## config.mk

```make
export PLATFORM = sky130hd
export DESIGN_NAME = shortest_line_dispatcher_flat
export DESIGN_NICKNAME = d
export VERILOG_FILES = /design/src/design/sld_pkg.sv /design/src/design/sld_req_if.sv /design/src/design/sld_rsp_if.sv /design/src/design/sld_ram.sv /design/src/design/shortest_line_dispatcher.sv /design/src/flat_wrapper.sv
export SDC_FILE = /design/constraint.sdc
export NUM_CORES = 1
export LEC_CHECK = 0
export BUFFER_PORTS_ARGS = -buffer_cell sky130_fd_sc_hd__buf_2
export CAP_MARGIN = 15
export CORE_ASPECT_RATIO = 1.5
export CORE_MARGIN = 10
export CORE_UTILIZATION = 30
export CTS_CLUSTER_DIAMETER = 120
export DETAILED_ROUTE_END_ITERATION = 16
export HOLD_SLACK_MARGIN = 0.05
export SLEW_MARGIN = 20
export SYNTH_ARGS = -nofsm -noshare
export SYNTH_HDL_FRONTEND = slang
export SYNTH_HIERARCHICAL = 1
export SYNTH_SLANG_ARGS = --single-unit
```

## constraint.sdc

```tcl
create_clock -name clk -period 4.9 [get_ports clk]
set_clock_uncertainty 0.2 [all_clocks]
set_input_delay 0.245 -clock clk [delete_from_list [all_inputs] [get_ports clk]]
set_output_delay 0.245 -clock clk [all_outputs]
set_load 0.01 [all_outputs]
```

## src/design/sld_pkg.sv

```systemverilog
// ----------------------------------------------------------------------------
// sld_pkg
// Shared types and constants for the shortest line dispatcher.
// ----------------------------------------------------------------------------
package sld_pkg;

    // Field widths
    localparam int LINE_W      = 4;
    localparam int COUNT_W     = 16;
    localparam int TOTAL_W     = 20;
    localparam int PEOPLE_W    = 19;
    localparam int OP_W        = 3;
    localparam int CFG_W       = 19;
    localparam int CFG_IDX_W   = 1;
    localparam int NUM_LINES_W = 4;

    // Operation codes
    localparam logic [OP_W-1:0] OP_JOIN_SHORTEST = 3'd0;
    localparam logic [OP_W-1:0] OP_JOIN_LINE     = 3'd1;
    localparam logic [OP_W-1:0] OP_LEAVE_LINE    = 3'd2;
    localparam logic [OP_W-1:0] OP_SET_COUNT     = 3'd3;
    localparam logic [OP_W-1:0] OP_CLEAR_ALL     = 3'd4;
    localparam logic [OP_W-1:0] OP_QUERY         = 3'd5;

    // Configuration register indexes
    localparam logic [CFG_IDX_W-1:0] CFG_MAX_TOTAL = 1'b0;
    localparam logic [CFG_IDX_W-1:0] CFG_NUM_LINES = 1'b1;

    localparam logic [COUNT_W-1:0]     COUNT_CEIL      = 16'hFFFF;
    localparam logic [NUM_LINES_W-1:0] NUM_LINES_RESET = 4'd8;

    // Sequencer states
    typedef enum logic [2:0] {
        ST_IDLE,
        ST_SCAN,
        ST_READ,
        ST_EXEC,
        ST_FINISH
    } state_t;

endpackage

```

## src/design/sld_req_if.sv

```systemverilog
// ----------------------------------------------------------------------------
// sld_req_if
// Request channel: one dispatcher operation per request.
// ----------------------------------------------------------------------------
interface sld_req_if;
    logic                          valid;
    logic                          ready;
    logic [sld_pkg::OP_W-1:0]      operation;
    logic [sld_pkg::LINE_W-1:0]    line_number;
    logic signed [sld_pkg::COUNT_W-1:0] new_count;

    modport source (
        output valid, operation, line_number, new_count,
        input  ready
    );
    modport sink (
        input  valid, operation, line_number, new_count,
        output ready
    );
endinterface

```

## src/design/sld_rsp_if.sv

```systemverilog
// ----------------------------------------------------------------------------
// sld_rsp_if
// Result channel: status and counts after each request.
// ----------------------------------------------------------------------------
interface sld_rsp_if;
    logic                            valid;
    logic                            ready;
    logic                            ok;
    logic [sld_pkg::LINE_W-1:0]      line_affected;
    logic [sld_pkg::COUNT_W-1:0]     line_count;
    logic [sld_pkg::PEOPLE_W-1:0]    total_people;
    logic [sld_pkg::LINE_W-1:0]      next_line;
    logic                            is_full;
    logic                            is_empty;

    modport source (
        output valid, ok, line_affected, line_count, total_people, next_line,
               is_full, is_empty,
        input  ready
    );
    modport sink (
        input  valid, ok, line_affected, line_count, total_people, next_line,
               is_full, is_empty,
        output ready
    );
endinterface

```

## src/design/sld_ram.sv

```systemverilog
// ----------------------------------------------------------------------------
// sld_ram
// Generic single-write, single-read RAM with registered read data.
// ----------------------------------------------------------------------------
module sld_ram #(
    parameter int WIDTH = 16,
    parameter int DEPTH = 8,
    parameter int AW    = (DEPTH > 1) ? $clog2(DEPTH) : 1
) (
    input  logic             clk,
    input  logic             we,
    input  logic [AW-1:0]    waddr,
    input  logic [WIDTH-1:0] wdata,
    input  logic             re,
    input  logic [AW-1:0]    raddr,
    output logic [WIDTH-1:0] rdata
);

    logic [WIDTH-1:0] mem [DEPTH];
    logic [WIDTH-1:0] rdata_reg;

    // Write port
    always_ff @(posedge clk)
    begin
        if (we)
        begin
            mem[waddr] <= wdata;
        end
    end

    // Registered read port
    always_ff @(posedge clk)
    begin
        if (re)
        begin
            rdata_reg <= mem[raddr];
        end
    end

    assign rdata = rdata_reg;

endmodule

```

## src/design/shortest_line_dispatcher.sv

```systemverilog
// ----------------------------------------------------------------------------
// shortest_line_dispatcher
// Per-line people counts in a small RAM with a running total; joins the
// shortest line, joins/leaves/sets/queries a given line, clears all lines.
// ----------------------------------------------------------------------------
//  channel | direction | handshake     | payload
//  req     | in        | valid/ready   | operation, line_number, new_count
//  rsp     | out       | valid/ready   | ok, line_affected, line_count,
//          |           |               | total_people, next_line, is_full,
//          |           |               | is_empty
//  cfg     | in        | cfg_we        | cfg_index, cfg_data
//
// One request at a time. The least-count search walks the counts one per cycle
// through the RAM's single read port, once after every update and once more
// before a join-shortest picks its line. A finished result waits in the output
// register while the next request is taken. After reset, per-line valid bits
// make every count read as zero, so no clearing pass is needed; clear-all drops
// the valid bits together in its execute step.
// ----------------------------------------------------------------------------
module shortest_line_dispatcher #(
    parameter int MAX_LINES = 8
) (
    input  logic                              clk,
    input  logic                              rst_n,
    sld_req_if.sink                           req,
    sld_rsp_if.source                         rsp,
    input  logic                              cfg_we,
    input  logic [sld_pkg::CFG_IDX_W-1:0]     cfg_index,
    input  logic [sld_pkg::CFG_W-1:0]         cfg_data
);

    localparam int IDX_W = (MAX_LINES > 1) ? $clog2(MAX_LINES) : 1;
    localparam logic [sld_pkg::LINE_W-1:0] MAX_LINES_C = sld_pkg::LINE_W'(MAX_LINES);
    localparam int SCAN_W = sld_pkg::LINE_W + 1;

    // Configuration
    logic [sld_pkg::CFG_W-1:0]       max_total_reg;
    logic [sld_pkg::NUM_LINES_W-1:0] num_lines_reg;
    logic [sld_pkg::LINE_W-1:0]      n_use;

    // Sequencer and request
    sld_pkg::state_t                 state_reg, state_next;
    logic [sld_pkg::OP_W-1:0]        op_reg;
    logic [sld_pkg::COUNT_W-1:0]     nc_reg;
    logic [sld_pkg::LINE_W-1:0]      tgt_reg;

    // Count store
    logic [MAX_LINES-1:0]            valid_reg;
    logic [sld_pkg::TOTAL_W-1:0]     total_reg;
    logic                            vld_q_reg;
    logic [sld_pkg::COUNT_W-1:0]     ram_q;
    logic                            ram_re;
    logic [IDX_W-1:0]                ram_raddr;
    logic                            ram_we;
    logic [IDX_W-1:0]                ram_waddr;
    logic [sld_pkg::LINE_W-1:0]      rd_line;
    logic [sld_pkg::LINE_W-1:0]      rd_line_m1;
    logic [sld_pkg::LINE_W-1:0]      wr_line_m1;
    logic [sld_pkg::COUNT_W-1:0]     cur;

    // Least-count search
    logic [SCAN_W-1:0]               scan_line_reg;
    logic                            scan_post_reg;
    logic                            rd_pend_reg;
    logic [sld_pkg::LINE_W-1:0]      rd_line_reg;
    logic [sld_pkg::LINE_W-1:0]      best_line_reg;
    logic [sld_pkg::COUNT_W-1:0]     best_cnt_reg;
    logic                            scan_issue;
    logic                            scan_done;

    // Update step
    logic                            full;
    logic                            tgt_ok;
    logic [sld_pkg::COUNT_W-1:0]     new_cnt;
    logic [sld_pkg::COUNT_W-1:0]     set_val;
    logic [sld_pkg::TOTAL_W-1:0]     total_calc;
    logic                            ok_calc;
    logic                            clear_calc;
    logic                            res_ok_reg;
    logic [sld_pkg::COUNT_W-1:0]     res_count_reg;

    // Handshakes
    logic                            req_fire;
    logic                            exec_en;
    logic                            out_load;
    logic                            ln_valid;
    logic                            op_takes_line;

    // Output register
    logic                            out_valid_reg;
    logic                            out_ok_reg;
    logic [sld_pkg::LINE_W-1:0]      out_line_reg;
    logic [sld_pkg::COUNT_W-1:0]     out_count_reg;
    logic [sld_pkg::PEOPLE_W-1:0]    out_total_reg;
    logic [sld_pkg::LINE_W-1:0]      out_next_reg;
    logic                            out_full_reg;
    logic                            out_empty_reg;

    // Lines in use, clamped to 1..MAX_LINES
    always_comb
    begin
        if (num_lines_reg == '0)
        begin
            n_use = sld_pkg::LINE_W'(1);
        end
        else if (num_lines_reg > MAX_LINES_C)
        begin
            n_use = MAX_LINES_C;
        end
        else
        begin
            n_use = num_lines_reg;
        end
    end

    assign ln_valid      = (req.line_number != '0) && (req.line_number <= n_use);
    assign op_takes_line = (req.operation == sld_pkg::OP_JOIN_LINE)  ||
                           (req.operation == sld_pkg::OP_LEAVE_LINE) ||
                           (req.operation == sld_pkg::OP_SET_COUNT)  ||
                           (req.operation == sld_pkg::OP_QUERY);

    // Next state
    always_comb
    begin
        state_next = state_reg;
        unique case (state_reg)
            sld_pkg::ST_IDLE:
            begin
                if (req_fire)
                begin
                    state_next = (req.operation == sld_pkg::OP_JOIN_SHORTEST) ?
                                 sld_pkg::ST_SCAN : sld_pkg::ST_READ;
                end
            end
            sld_pkg::ST_SCAN:
            begin
                if (scan_done)
                begin
                    state_next = scan_post_reg ? sld_pkg::ST_FINISH : sld_pkg::ST_READ;
                end
            end
            sld_pkg::ST_READ:   state_next = sld_pkg::ST_EXEC;
            sld_pkg::ST_EXEC:   state_next = sld_pkg::ST_SCAN;
            sld_pkg::ST_FINISH:
            begin
                if (out_load)
                begin
                    state_next = sld_pkg::ST_IDLE;
                end
            end
            default:            state_next = sld_pkg::ST_IDLE;
        endcase
    end

    // Sequencer outputs
    always_comb
    begin
        req_fire   = (state_reg == sld_pkg::ST_IDLE) && req.valid;
        scan_issue = (state_reg == sld_pkg::ST_SCAN) && (scan_line_reg <= {1'b0, n_use});
        scan_done  = (state_reg == sld_pkg::ST_SCAN) && !scan_issue && !rd_pend_reg;
        exec_en    = (state_reg == sld_pkg::ST_EXEC);
        ram_re     = scan_issue || (state_reg == sld_pkg::ST_READ);
        out_load   = (state_reg == sld_pkg::ST_FINISH) && (!out_valid_reg || rsp.ready);
        if (state_reg == sld_pkg::ST_SCAN)
        begin
            rd_line = scan_line_reg[sld_pkg::LINE_W-1:0];
        end
        else if (tgt_reg != '0)
        begin
            rd_line = tgt_reg;
        end
        else
        begin
            rd_line = sld_pkg::LINE_W'(1);
        end
    end

    assign req.ready = (state_reg == sld_pkg::ST_IDLE);

    // RAM addressing: line numbers start at 1
    assign rd_line_m1 = rd_line - sld_pkg::LINE_W'(1);
    assign wr_line_m1 = tgt_reg - sld_pkg::LINE_W'(1);
    assign ram_raddr  = rd_line_m1[IDX_W-1:0];
    assign ram_waddr  = wr_line_m1[IDX_W-1:0];
    assign cur        = vld_q_reg ? ram_q : '0;

    sld_ram #(
        .WIDTH (sld_pkg::COUNT_W),
        .DEPTH (MAX_LINES),
        .AW    (IDX_W)
    ) u_counts (
        .clk   (clk),
        .we    (ram_we),
        .waddr (ram_waddr),
        .wdata (new_cnt),
        .re    (ram_re),
        .raddr (ram_raddr),
        .rdata (ram_q)
    );

    // Update of the target line and the total
    assign full    = (max_total_reg != '0) && (total_reg >= {1'b0, max_total_reg});
    assign tgt_ok  = (tgt_reg != '0);
    assign set_val = nc_reg[sld_pkg::COUNT_W-1] ? '0 : nc_reg;

    always_comb
    begin
        new_cnt    = cur;
        total_calc = total_reg;
        ok_calc    = 1'b0;
        clear_calc = 1'b0;
        ram_we     = 1'b0;
        unique case (op_reg)
            sld_pkg::OP_JOIN_SHORTEST, sld_pkg::OP_JOIN_LINE:
            begin
                if (tgt_ok && !full && (cur != sld_pkg::COUNT_CEIL))
                begin
                    new_cnt    = cur + sld_pkg::COUNT_W'(1);
                    total_calc = total_reg + sld_pkg::TOTAL_W'(1);
                    ok_calc    = 1'b1;
                    ram_we     = exec_en;
                end
            end
            sld_pkg::OP_LEAVE_LINE:
            begin
                if (tgt_ok && (cur != '0))
                begin
                    new_cnt    = cur - sld_pkg::COUNT_W'(1);
                    total_calc = total_reg - sld_pkg::TOTAL_W'(1);
                    ok_calc    = 1'b1;
                    ram_we     = exec_en;
                end
            end
            sld_pkg::OP_SET_COUNT:
            begin
                if (tgt_ok)
                begin
                    new_cnt    = set_val;
                    total_calc = total_reg - {4'b0, cur} + {4'b0, set_val};
                    ok_calc    = 1'b1;
                    ram_we     = exec_en;
                end
            end
            sld_pkg::OP_CLEAR_ALL:
            begin
                total_calc = '0;
                ok_calc    = 1'b1;
                clear_calc = 1'b1;
            end
            sld_pkg::OP_QUERY:
            begin
                ok_calc = tgt_ok;
            end
            default:
            begin
                ok_calc = 1'b0;
            end
        endcase
    end

    // Control state
    always_ff @(posedge clk or negedge rst_n)
    begin
        if (!rst_n)
        begin
            state_reg     <= sld_pkg::ST_IDLE;
            max_total_reg <= '0;
            num_lines_reg <= sld_pkg::NUM_LINES_RESET;
            valid_reg     <= '0;
            total_reg     <= '0;
            scan_line_reg <= '0;
            scan_post_reg <= 1'b0;
            rd_pend_reg   <= 1'b0;
            out_valid_reg <= 1'b0;
        end
        else
        begin
            state_reg <= state_next;

            // Configuration writes
            if (cfg_we)
            begin
                unique case (cfg_index)
                    sld_pkg::CFG_MAX_TOTAL: max_total_reg <= cfg_data;
                    sld_pkg::CFG_NUM_LINES:
                        num_lines_reg <= cfg_data[sld_pkg::NUM_LINES_W-1:0];
                    default:                max_total_reg <= max_total_reg;
                endcase
            end

            // Search counter
            if (req_fire || exec_en)
            begin
                scan_line_reg <= SCAN_W'(1);
                scan_post_reg <= exec_en;
            end
            else if (scan_issue)
            begin
                scan_line_reg <= scan_line_reg + SCAN_W'(1);
            end
            rd_pend_reg <= scan_issue;

            // Store update
            if (exec_en)
            begin
                total_reg <= total_calc;
                if (clear_calc)
                begin
                    valid_reg <= '0;
                end
                else if (ram_we)
                begin
                    valid_reg[ram_waddr] <= 1'b1;
                end
            end

            // Output register
            if (out_load)
            begin
                out_valid_reg <= 1'b1;
            end
            else if (rsp.ready)
            begin
                out_valid_reg <= 1'b0;
            end
        end
    end

    // Payload registers
    always_ff @(posedge clk)
    begin
        if (req_fire)
        begin
            op_reg  <= req.operation;
            nc_reg  <= req.new_count;
            tgt_reg <= (op_takes_line && ln_valid) ? req.line_number : '0;
        end
        else if (scan_done && !scan_post_reg)
        begin
            tgt_reg <= best_line_reg;
        end

        if (ram_re)
        begin
            vld_q_reg <= valid_reg[ram_raddr];
        end
        rd_line_reg <= rd_line;

        // Running minimum, ties keep the lower line
        if ((state_reg == sld_pkg::ST_SCAN) && rd_pend_reg)
        begin
            if ((rd_line_reg == sld_pkg::LINE_W'(1)) || (cur < best_cnt_reg))
            begin
                best_line_reg <= rd_line_reg;
                best_cnt_reg  <= cur;
            end
        end

        if (exec_en)
        begin
            res_ok_reg    <= ok_calc;
            res_count_reg <= tgt_ok ? new_cnt : '0;
        end

        if (out_load)
        begin
            out_ok_reg    <= res_ok_reg;
            out_line_reg  <= tgt_reg;
            out_count_reg <= res_count_reg;
            out_total_reg <= total_reg[sld_pkg::PEOPLE_W-1:0];
            out_next_reg  <= best_line_reg;
            out_full_reg  <= full;
            out_empty_reg <= (total_reg == '0);
        end
    end

    assign rsp.valid         = out_valid_reg;
    assign rsp.ok            = out_ok_reg;
    assign rsp.line_affected = out_line_reg;
    assign rsp.line_count    = out_count_reg;
    assign rsp.total_people  = out_total_reg;
    assign rsp.next_line     = out_next_reg;
    assign rsp.is_full       = out_full_reg;
    assign rsp.is_empty      = out_empty_reg;

`ifndef SYNTHESIS
    // Chosen line is always a real line
    a_next_line_range: assert property (@(posedge clk) disable iff (!rst_n)
        rsp.valid |-> (rsp.next_line != '0) && (rsp.next_line <= MAX_LINES_C))
        else $error("next_line outside the line range");

    // No affected line means no count reported
    a_no_line_no_count: assert property (@(posedge clk) disable iff (!rst_n)
        (rsp.valid && (rsp.line_affected == '0)) |-> (rsp.line_count == '0))
        else $error("count reported without a line");

    // One request in flight
    a_one_in_flight: assert property (@(posedge clk) disable iff (!rst_n)
        (req.valid && req.ready) |=> !req.ready)
        else $error("request taken while another is in flight");

    // Search never compares a line outside those in use
    a_scan_bound: assert property (@(posedge clk) disable iff (!rst_n)
        ((state_reg == sld_pkg::ST_SCAN) && rd_pend_reg) |->
            (rd_line_reg != '0) && (rd_line_reg <= n_use))
        else $error("search read a line outside the lines in use");
`endif

endmodule
```

## src/flat_wrapper.sv

```systemverilog
// flat-port wrapper written by rule: the top's interface ports become plain ports
module shortest_line_dispatcher_flat 
#(
    parameter int MAX_LINES = 8
)
  (clk, rst_n, cfg_we, cfg_index, cfg_data, req_valid, req_operation, req_line_number, req_new_count, req_ready, rsp_valid, rsp_ok, rsp_line_affected, rsp_line_count, rsp_total_people, rsp_next_line, rsp_is_full, rsp_is_empty, rsp_ready);
  sld_req_if req_i ();
  sld_rsp_if rsp_i ();
  input  logic clk;
  input  logic rst_n;
  input  logic cfg_we;
  input  logic [sld_pkg::CFG_IDX_W-1:0] cfg_index;
  input  logic [sld_pkg::CFG_W-1:0] cfg_data;
  input wire logic [$bits(req_i.valid)-1:0] req_valid;
  input wire logic [$bits(req_i.operation)-1:0] req_operation;
  input wire logic [$bits(req_i.line_number)-1:0] req_line_number;
  input wire logic [$bits(req_i.new_count)-1:0] req_new_count;
  output wire logic [$bits(req_i.ready)-1:0] req_ready;
  output wire logic [$bits(rsp_i.valid)-1:0] rsp_valid;
  output wire logic [$bits(rsp_i.ok)-1:0] rsp_ok;
  output wire logic [$bits(rsp_i.line_affected)-1:0] rsp_line_affected;
  output wire logic [$bits(rsp_i.line_count)-1:0] rsp_line_count;
  output wire logic [$bits(rsp_i.total_people)-1:0] rsp_total_people;
  output wire logic [$bits(rsp_i.next_line)-1:0] rsp_next_line;
  output wire logic [$bits(rsp_i.is_full)-1:0] rsp_is_full;
  output wire logic [$bits(rsp_i.is_empty)-1:0] rsp_is_empty;
  input wire logic [$bits(rsp_i.ready)-1:0] rsp_ready;
  assign req_i.valid = req_valid;
  assign req_i.operation = req_operation;
  assign req_i.line_number = req_line_number;
  assign req_i.new_count = req_new_count;
  assign req_ready = req_i.ready;
  assign rsp_valid = rsp_i.valid;
  assign rsp_ok = rsp_i.ok;
  assign rsp_line_affected = rsp_i.line_affected;
  assign rsp_line_count = rsp_i.line_count;
  assign rsp_total_people = rsp_i.total_people;
  assign rsp_next_line = rsp_i.next_line;
  assign rsp_is_full = rsp_i.is_full;
  assign rsp_is_empty = rsp_i.is_empty;
  assign rsp_i.ready = rsp_ready;
  shortest_line_dispatcher #(.MAX_LINES(MAX_LINES)) u_core (.clk(clk), .rst_n(rst_n), .req(req_i), .rsp(rsp_i), .cfg_we(cfg_we), .cfg_index(cfg_index), .cfg_data(cfg_data));
endmodule
```

==> impl_metrics.toml, run 1 <==
[outcome]
status = "finished clean"

[yosys]
synthCells = 1336
synth.area.top_cells = "edfxtp_1 45%, dfrtp_1 9.1%, ha_1 6.6%, mux4_1 4.4%, inv_1 2.6%"
ys_types = 98
yosys-top-cells-count = "251 x edfxtp_1, 114 x inv_1, 98 x nand2_1"
yosysWarnings = 6
ys_seq_area_share_pct = 54.8
synth_top_area_cell = "edfxtp_1"
synth_fp_nets = 1488
synth_flop_cell = "edfxtp_1"
syn_avg_cell_area_um2 = 12.5
ys_seq_elements = 317
yosys.area.top_type_share_pct = 45.1
syn_area_um2 = 16700
async_flop_share_pct = 19.6
synth_enable_flop_cells = 251
yosysMostFrequentCell = "edfxtp_1"

[setup_path]
criticalPathCategory = "flop to flop"
cp.required_ns = 4.95
critPathCaptureType = "flop"
worstPathMaxFanout = 16
cp-start-kind = "flop"
critical_path_arrival_ns = 4.24

[routing]
viasPerCell = 5.20
wire_per_inst_um = 21.1
vias = 11800
drtIter0Drc = 695
ant_nets = 0
wl_mm = 47.8
drcViolationCount = 0
first_pass_iters = 7

[floorplan]
io_pins = 96
core_um2 = 54900
dieArea_um2 = 65800
die_h_um = 309
die-width_um = 213
initial_core_util_pct = 30.4
num_rows = 105

[cells_and_area]
n_antenna_cell = 0
final_core_util_pct = 36.6
final_area_um2 = 20100
drive_above_1_share_pct = 17.3
area_growth_pct = 20.2
largest_reg_flops = 128
fillers = 5303
final_nets = 1699

[cts]
worstSkewPairLatency_ns = 0.59
h-tree-depth = 1
cts_root_buffer = "clkbuf_16"
numCtsBuffers = 31
cts_tree = "built"
cts_hold_buf = 79
post_cts_buffers = 0
cts_sinks = 317
cts_resized = 0
clk_pin_slew_worst_paths_ns = 0.07
clockBufferDepth = 3

[sta]
fmax_ghz = 0.239
worstMarginPinSlew_ns = 1.09
hold_slack_ns = 0.168
setup_tns_ns = 0
slew-limit-headroom_pct = 27.5
fin_crit_sh_pct = 85.6
hold_viol_final = 0
report.final.slew_viol_count = 0
finalSetupViolations = 0
fin_crit_ns = 4.19
rsz0062_at_grt = "false"

[worst_hold_path]
hp-class = "primary input to asynchronous set/reset pin"

[place]
place_area_um2 = 18300
gp_congestion = 0.959
io_buffers = 95
dp_hpwl_mm = 35.6

[pwr]
leakage_nw = 7.92
irDropWorstVdd_uv = 504
p_per_area_nw_per_um2 = 659
p_comb_share_pct = 49.0
clkPwrFrac_pct = 18.9
switchingPower_w = 0.00528
power_frac_seq_pct = 32.1
internal_power_w = 0.00798
switching_share_pct = 39.8

[run]
drv_cap = 0

[grt]
grt_first_pass_wirelength_mm = 72.8
grt_usage_pct = 14.3
overflow = 0
antenna_found_initial = 1
grt_pass1_vias = 12200
grt_start_max_net_pins = 63
[cells by family after synthesis]
| group | after synthesis | synth area share [%] |
|---|---|---|
| simple gates | 344 | 10.7 |
| flops | 317 | 54.8 |
| compound gates | 297 | 12.1 |
| buf+inv | 159 | 3.90 |
| fa+ha+maj | 104 | 8.50 |
| mux | 72 | 7.71 |
| xor+xnor | 43 | 2.25 |
[per-stage QoR]
| step | power (W) | worst slack (ns) | cells |
|---|---|---|---|
| after CTS | 0.0133 | 0.729 | 2266 |
| final | 0.0133 | 0.708 | 2266 |
| after global placement | 0.0106 | 0.784 | 2130 |
| after detailed placement | 0.0107 | 0.748 | 2130 |
| after floorplan | 0.00889 | 0.523 | 1336 |
| after global routing | 0.0142 | 0.345 | 2266 |
[routing by layer]
metal | global-route usage, % | part of all wire, % | up-vias
li1 | - | - | 5484
met4 | 6.23 | 4.4 | 0
met5 | 0 | 0 | -
met2 | 28.1 | 55 | 329
met1 | 14.7 | 36 | 5860
met3 | 1.91 | 4.0 | 109
[final timing paths]
kind | startpoint | end | slack [ns] | depth (start not counted)
min reg2reg | u_core/res_count_reg[3] | u_core/rsp.line_count[3] | 0.22 | 0
max in group asynchronous | rst_n | u_core/max_total_reg[7] | 3.71 | 3
min | rst_n | u_core/rsp.valid | 0.17 | 3
max | u_core/vld_q_reg | u_core/u_counts/mem[6][0] | 0.71 | 13
max reg2reg | u_core/vld_q_reg | u_core/u_counts/mem[6][0] | 0.71 | 13
min in group clk | req_new_count[12] | u_core/nc_reg[12] | 0.17 | 2
[cells in the final DEF (no fill, tap or decap), types with 21 or more instances in the layout]
cell type      Yosys  final
dfrtp_1           61     61
xnor2_1           31     31
a21oi_1           54     52
nand2_1           98     98
o21ai_0           70     70
dlygate4sd3_1      0     79
buf_2              1     95
buf_4              2     46
mux4_1            28     28
nor3_1            24     22
clkbuf_16          0     31
nor2_1            85     84
nand3_1           21     21
inv_1            114    114
edfxtp_1         251    251
mux2_2            30     30
ha_1              88     88
[power groups by stage]
| stage | logic (W) | clock network, W | registers [W] |
|---|---|---|---|
| 3_5_place_dp | 0.00641 | 0 | 0.00430 |
| 2_1_floorplan | 0.00480 | 0 | 0.00410 |
| 3_3_place_gp | 0.00629 | 0 | 0.00429 |
| 4_1_cts | 0.00651 | 0.00258 | 0.00425 |
| 6_report | 0.00649 | 0.00251 | 0.00426 |
| 5_1_grt | 0.00717 | 0.00268 | 0.00430 |
[critical path, stage by stage (launching register included)]
cell and delay (ns):
edfxtp_1 0.58, nand2_1 0.23, inv_1 0.14, ha_1 0.32, nand2_1 0.12, nor2_1 0.07, and4_4 0.19, a31oi_2 0.38
o21a_1 0.54, o2111ai_4 0.29, inv_2 0.18, nand2_1 0.13, nor2_1 0.16, buf_4 0.31
[layout make-up]
| class | count | area, um^2 | area share (%) |
|---|---|---|---|
| Inverter | 116 | 435 | 2.17 |
| Sequential cell | 317 | 9170 | 45.6 |
| Clock inverter | 24 | 275 | 1.37 |
| Multi-Input combinational cell | 860 | 6940 | 34.5 |
| Clock buffer | 33 | 783 | 3.90 |
| Tap cell | 695 | 870 | 4.33 |
| Timing Repair Buffer | 221 | 1630 | 8.12 |
(Power assumes the default switching activity.)
==> run 2, diff against run 1 <==
- MAX_ROUTING_LAYER: default -> met4
==> run 2 against run 1 <==
Compared with the run above: hold slack worse by 0.0042 ns; non-clock buffer count down 7; register-to-register slack hardly changed; via count down 1.3%; fmax is 0.14% lower; clock-buffer cell count is 1 lower; largest cell class unchanged; critical path type unchanged; largest power group unchanged.
==> impl_metrics.toml, run 2 (synthesis results as in run 1) <==
[cells_and_area]
final_nets = 1692
layout_common_cells = "251 x edfxtp_1, 114 x inv_1, 98 x nand2_1"
stdcell_count = 2260
area_growth_pct = 19.7
layout_commonest_cell = "edfxtp_1"
n_antenna_cell = 0
drive_above_1_share_pct = 17.5
largest_reg_flops = 128

[sta]
fmax_ghz = 0.238
worstMarginPinSlew_ns = 1.11
fin_crit_ns = 4.20
fin_crit_sh_pct = 85.7
hold_slack_ns = 0.164
hold_viol_final = 0
setup_tns_ns = 0
setup_slack_ns = 0.702
rsz0062_at_grt = "false"
slew-limit-headroom_pct = 24.3
report.final.slew_viol_count = 0
finalSetupViolations = 0

[cts]
worstSkewPairLatency_ns = 0.59
post_cts_buffers = 0
h-tree-depth = 1
clockBufferDepth = 3
cts_root_buffer = "clkbuf_16"
numCtsBuffers = 31
cts_sinks = 317
clk_pin_slew_worst_paths_ns = 0.07
cts_tree = "built"

[setup_path]
reg2reg_depth = 11
critical_path_arrival_ns = 4.51
cp.required_ns = 5.21
startpoint = "u_core/op_reg[0]"
r2r_start = "u_core/op_reg[0]"
worstPathMaxFanout = 11
r2r_slack_ns = 0.70
criticalPathCategory = "flop to flop"
cp-start-kind = "flop"
rr_endpoint = "u_core/total_reg[19]"
critPathCaptureType = "flop"

[routing]
ant_nets = 0
drtIter0Drc = 722
first_pass_iters = 8
vias = 11600
wire_per_inst_um = 21.1
viasPerCell = 5.15
wl_mm = 47.7
drcViolationCount = 0

[pwr]
leakage_nw = 7.89
p_per_area_nw_per_um2 = 659
irDropWorstVdd_uv = 372

[place]
io_buffers = 95
gp_congestion = 0.932
dp_hpwl_mm = 35.8
place_inst = 2131
pre_cts_ws_ns = 0.717

[grt]
antenna_found_initial = 0
grt_usage_pct = 14.6
grt_start_max_net_pins = 47
grt_pass1_vias = 12200
overflow = 0
grt_first_pass_wirelength_mm = 72.2

[worst_hold_path]
hold_end = "u_core/nc_reg[2]"
hp-class = "primary input to flop"
min-delay-start = "req_new_count[2]"
worstHoldPathCells = 2

[run]
drv_cap = 0

[floorplan]
num_rows = 105
core_um2 = 54900
dieArea_um2 = 65800
initial_core_util_pct = 30.4
die-width_um = 213
die_h_um = 309
io_pins = 96

[outcome]
status = "finished clean"
==> run 2: layout make-up <==
type                            count  area, um^2
Inverter                          116         435
Tap cell                          695         870
Clock inverter                     26         268
Clock buffer                       32         779
Multi-Input combinational cell    860        6940
Timing Repair Buffer              214        1560
Fill cell                        5284       34900
Sequential cell                   317        9170
==> run 2: worst max path at each step <==
stage	end	slack [ns]
after CTS	u_core/total_reg[19]	0.70
final	u_core/total_reg[19]	0.70
after global routing	u_core/total_reg[19]	0.41
after global placement	u_core/u_counts/mem[0][3]	0.76
after detailed placement	u_core/total_reg[19]	0.72
after floorplan	u_core/u_counts/mem[0][0]	0.52
==> run 2: timing repair <==
item	4_1_cts	5_1_grt
resized for setup	0	0
hold endpoints to repair	113	0
hold buffers	71	0
==> run 2: power breakdown <==
| group | switching (W) | total, W | internal, W | leakage, nW |
|---|---|---|---|---|
| logic | 0.00372 | 0.00648 | 0.00276 | 4.28 |
| clock network | 0.00111 | 0.00246 | 0.00135 | 0.506 |
| registers | 0.000471 | 0.00425 | 0.00378 | 3.11 |
| total | 0.00530 | 0.0132 | 0.00789 | 7.89 |
==> run 2: metal layers <==
| layer | vias up | track usage, % | share of wire [%] |
|---|---|---|---|
| li1 | 5452 | - | - |
| met1 | 5790 | 14.5 | 36 |
| met2 | 299 | 27.9 | 56 |
| met3 | 93 | 1.86 | 4.0 |
| met4 | 0 | 6.26 | 4.1 |
| met5 | - | - | 0 |
==> run 2: through the flow <==
| step | power, W | util (%) | instance area (um^2) |
|---|---|---|---|
| 3_5_place_dp | 0.0107 | 33.3 | 18300 |
| 5_1_grt | 0.0141 | 36.5 | 20000 |
| 4_1_cts | 0.0133 | 36.5 | 20000 |
| 6_report | 0.0132 | 36.5 | 20000 |
| 3_3_place_gp | 0.0106 | 33.3 | 18300 |
| 2_1_floorplan | 0.00889 | - | 16700 |
==> run 2: worst max-delay path: stages (launching register included) <==
cell and delay, ns:
edfxtp_1 0.57, or3_1 0.46, inv_1 0.44, buf_4 0.30
ha_1 0.19, nor3b_1 0.41, o211ai_1 0.31, a21oi_1 0.26
and4b_1 0.23, or3_1 0.39, a211o_1 0.28, nand4_1 0.09
==> run 3, diff against run 2 <==
- PLACE_DENSITY: default -> 0.53
==> run 3 against run 2 <==
Compared with the run above: total power increased by 2.0%; register-to-register slack gained 0.02 ns; combinational power rose by 4.0%; clock power about the same; final area grew 0.64%; via count grew 0.70%; global-route usage up 1.1 points; sequential share of layout area decreased by 0.29 points; sequential power hardly changed; cell count is 0.62% higher; critical endpoint unchanged; setup slack better by 0.017 ns; sequential cell count stayed put.
==> impl_metrics.toml, run 3 (synthesis results as in run 1) <==
[outcome]
status = "finished clean"

[grt]
overflow = 0
grt_start_max_net_pins = 39
grt_pass1_vias = 12600
grt_first_pass_wirelength_mm = 76.4
grt_usage_pct = 15.8
antenna_found_initial = 0

[floorplan]
io_pins = 96
die_h_um = 309
core_um2 = 54900
die-width_um = 213
dieArea_um2 = 65800
initial_core_util_pct = 30.4
num_rows = 105

[sta]
report.final.slew_viol_count = 0
hold_viol_final = 0
rsz0062_at_grt = "false"
setup_tns_ns = 0
fmax_ghz = 0.239
finalSetupViolations = 0
worstMarginPinSlew_ns = 0.991
fin_crit_sh_pct = 85.3
slew-limit-headroom_pct = 33.9
fin_crit_ns = 4.18

[setup_path]
critPathCaptureType = "flop"
crit_path_max_incr_delay_ns = 0.57
cp.required_ns = 5.16
crit_family = "compound AO/OA/AOI/OAI gates"
crit_chain = "inv_1 > nand2_1 > fa_1 > inv_1 > ha_1 > a211oi_1 > o21ai_0 > nand3_1 > nand4b_1 > a41oi_1 > nor3_1 > o32ai_1 > nand4_1"
crit_slowest_cell = "fa_1"
worstPathMaxFanout = 15
reg2reg_depth = 13
crit_buf_inv = 2
criticalPathCategory = "flop to flop"
cp-start-kind = "flop"
critPathMostFrequentCell = "inv_1"
rr_endpoint = "u_core/total_reg[19]"
r2r_slack_ns = 0.72
critical_path_arrival_ns = 4.44
r2r_start = "u_core/nc_reg[15]"

[cells_and_area]
n_antenna_cell = 0
final_core_util_pct = 36.7
stdcell_count = 2274
final_nets = 1706
multi_input_area_um2 = 6940
area_growth_pct = 20.5
largest_reg_flops = 128
drive_above_1_share_pct = 17.2
layout_commonest_cell = "edfxtp_1"
regArea_um2 = 9170
fillers = 5315
layout_common_cells = "251 x edfxtp_1, 114 x inv_1, 98 x nand2_1"

[pwr]
irDropWorstVdd_uv = 547
leakage_nw = 7.93
p_per_area_nw_per_um2 = 668

[routing]
wl_mm = 50.3
first_pass_iters = 5
wire_per_inst_um = 22.1
viasPerCell = 5.15
vias = 11700
ant_nets = 0
drcViolationCount = 0
drtIter0Drc = 744

[place]
io_buffers = 95
dp_hpwl_mm = 37.9
gp_congestion = 0.944
place_inst = 2133

[cts]
cts_tree = "built"
post_cts_buffers = 0
numCtsBuffers = 31
h-tree-depth = 1
worstSkewPairLatency_ns = 0.60
clockBufferDepth = 3
cts_sinks = 317
cts_root_buffer = "clkbuf_16"
clk_pin_slew_worst_paths_ns = 0.07

[worst_hold_path]
hp-class = "primary input to asynchronous set/reset pin"

[run]
drv_cap = 0
-- run 3: repair_timing --
item,CTS,global route
hold endpoints to repair,88,0
resized for setup,0,0
hold buffers,83,0
-- run 3: worst max path at each step --
stage,startpoint,end,depth (start not counted)
2_1_floorplan,u_core/vld_q_reg,u_core/u_counts/mem[0][0],16
6_report,u_core/nc_reg[15],u_core/total_reg[19],13
4_1_cts,u_core/nc_reg[15],u_core/total_reg[19],13
3_5_place_dp,u_core/nc_reg[15],u_core/total_reg[19],13
3_3_place_gp,u_core/nc_reg[15],u_core/total_reg[19],13
5_1_grt,u_core/nc_reg[15],u_core/total_reg[19],13
-- run 3: stage by stage --
step / total power [W] / hold WS (ns) / area [um^2] / worst slack, ns
2_1_floorplan: 0.00889 / -0.251 / 16700 / 0.523
3_3_place_gp: 0.0109 / 0.206 / 18300 / 0.655
3_5_place_dp: 0.0110 / 0.206 / 18300 / 0.703
4_1_cts: 0.0136 / 0.136 / 20100 / 0.686
5_1_grt: 0.0144 / 0.155 / 20100 / 0.375
6_report: 0.0135 / 0.126 / 20100 / 0.719
-- run 3: where the power goes --
group	total, W	internal (W)	switching, W	leakage [nW]
Sequential	0.00424	0.00378	0.000466	3.11
Clock	0.00247	0.00138	0.00109	0.492
Combinational	0.00674	0.00279	0.00394	4.33
-- run 3: area by class of cell --
class                      count  area share [%]
sequential                   317            45.5
clock buffer                  33            3.89
clock inverter                25            1.26
tap                          695            4.32
inverter                     116            2.16
timing repair buffer         228            8.41
multi-input combinational    860            34.4
-- run 3: layer usage --
| layer | GRT usage, % | routed length [um] |
|---|---|---|
| met5 | - | 0 |
| met4 | 8.21 | 2630 |
| met3 | 1.70 | 1760 |
| met2 | 29.9 | 28300 |
| met1 | 15.3 | 17600 |
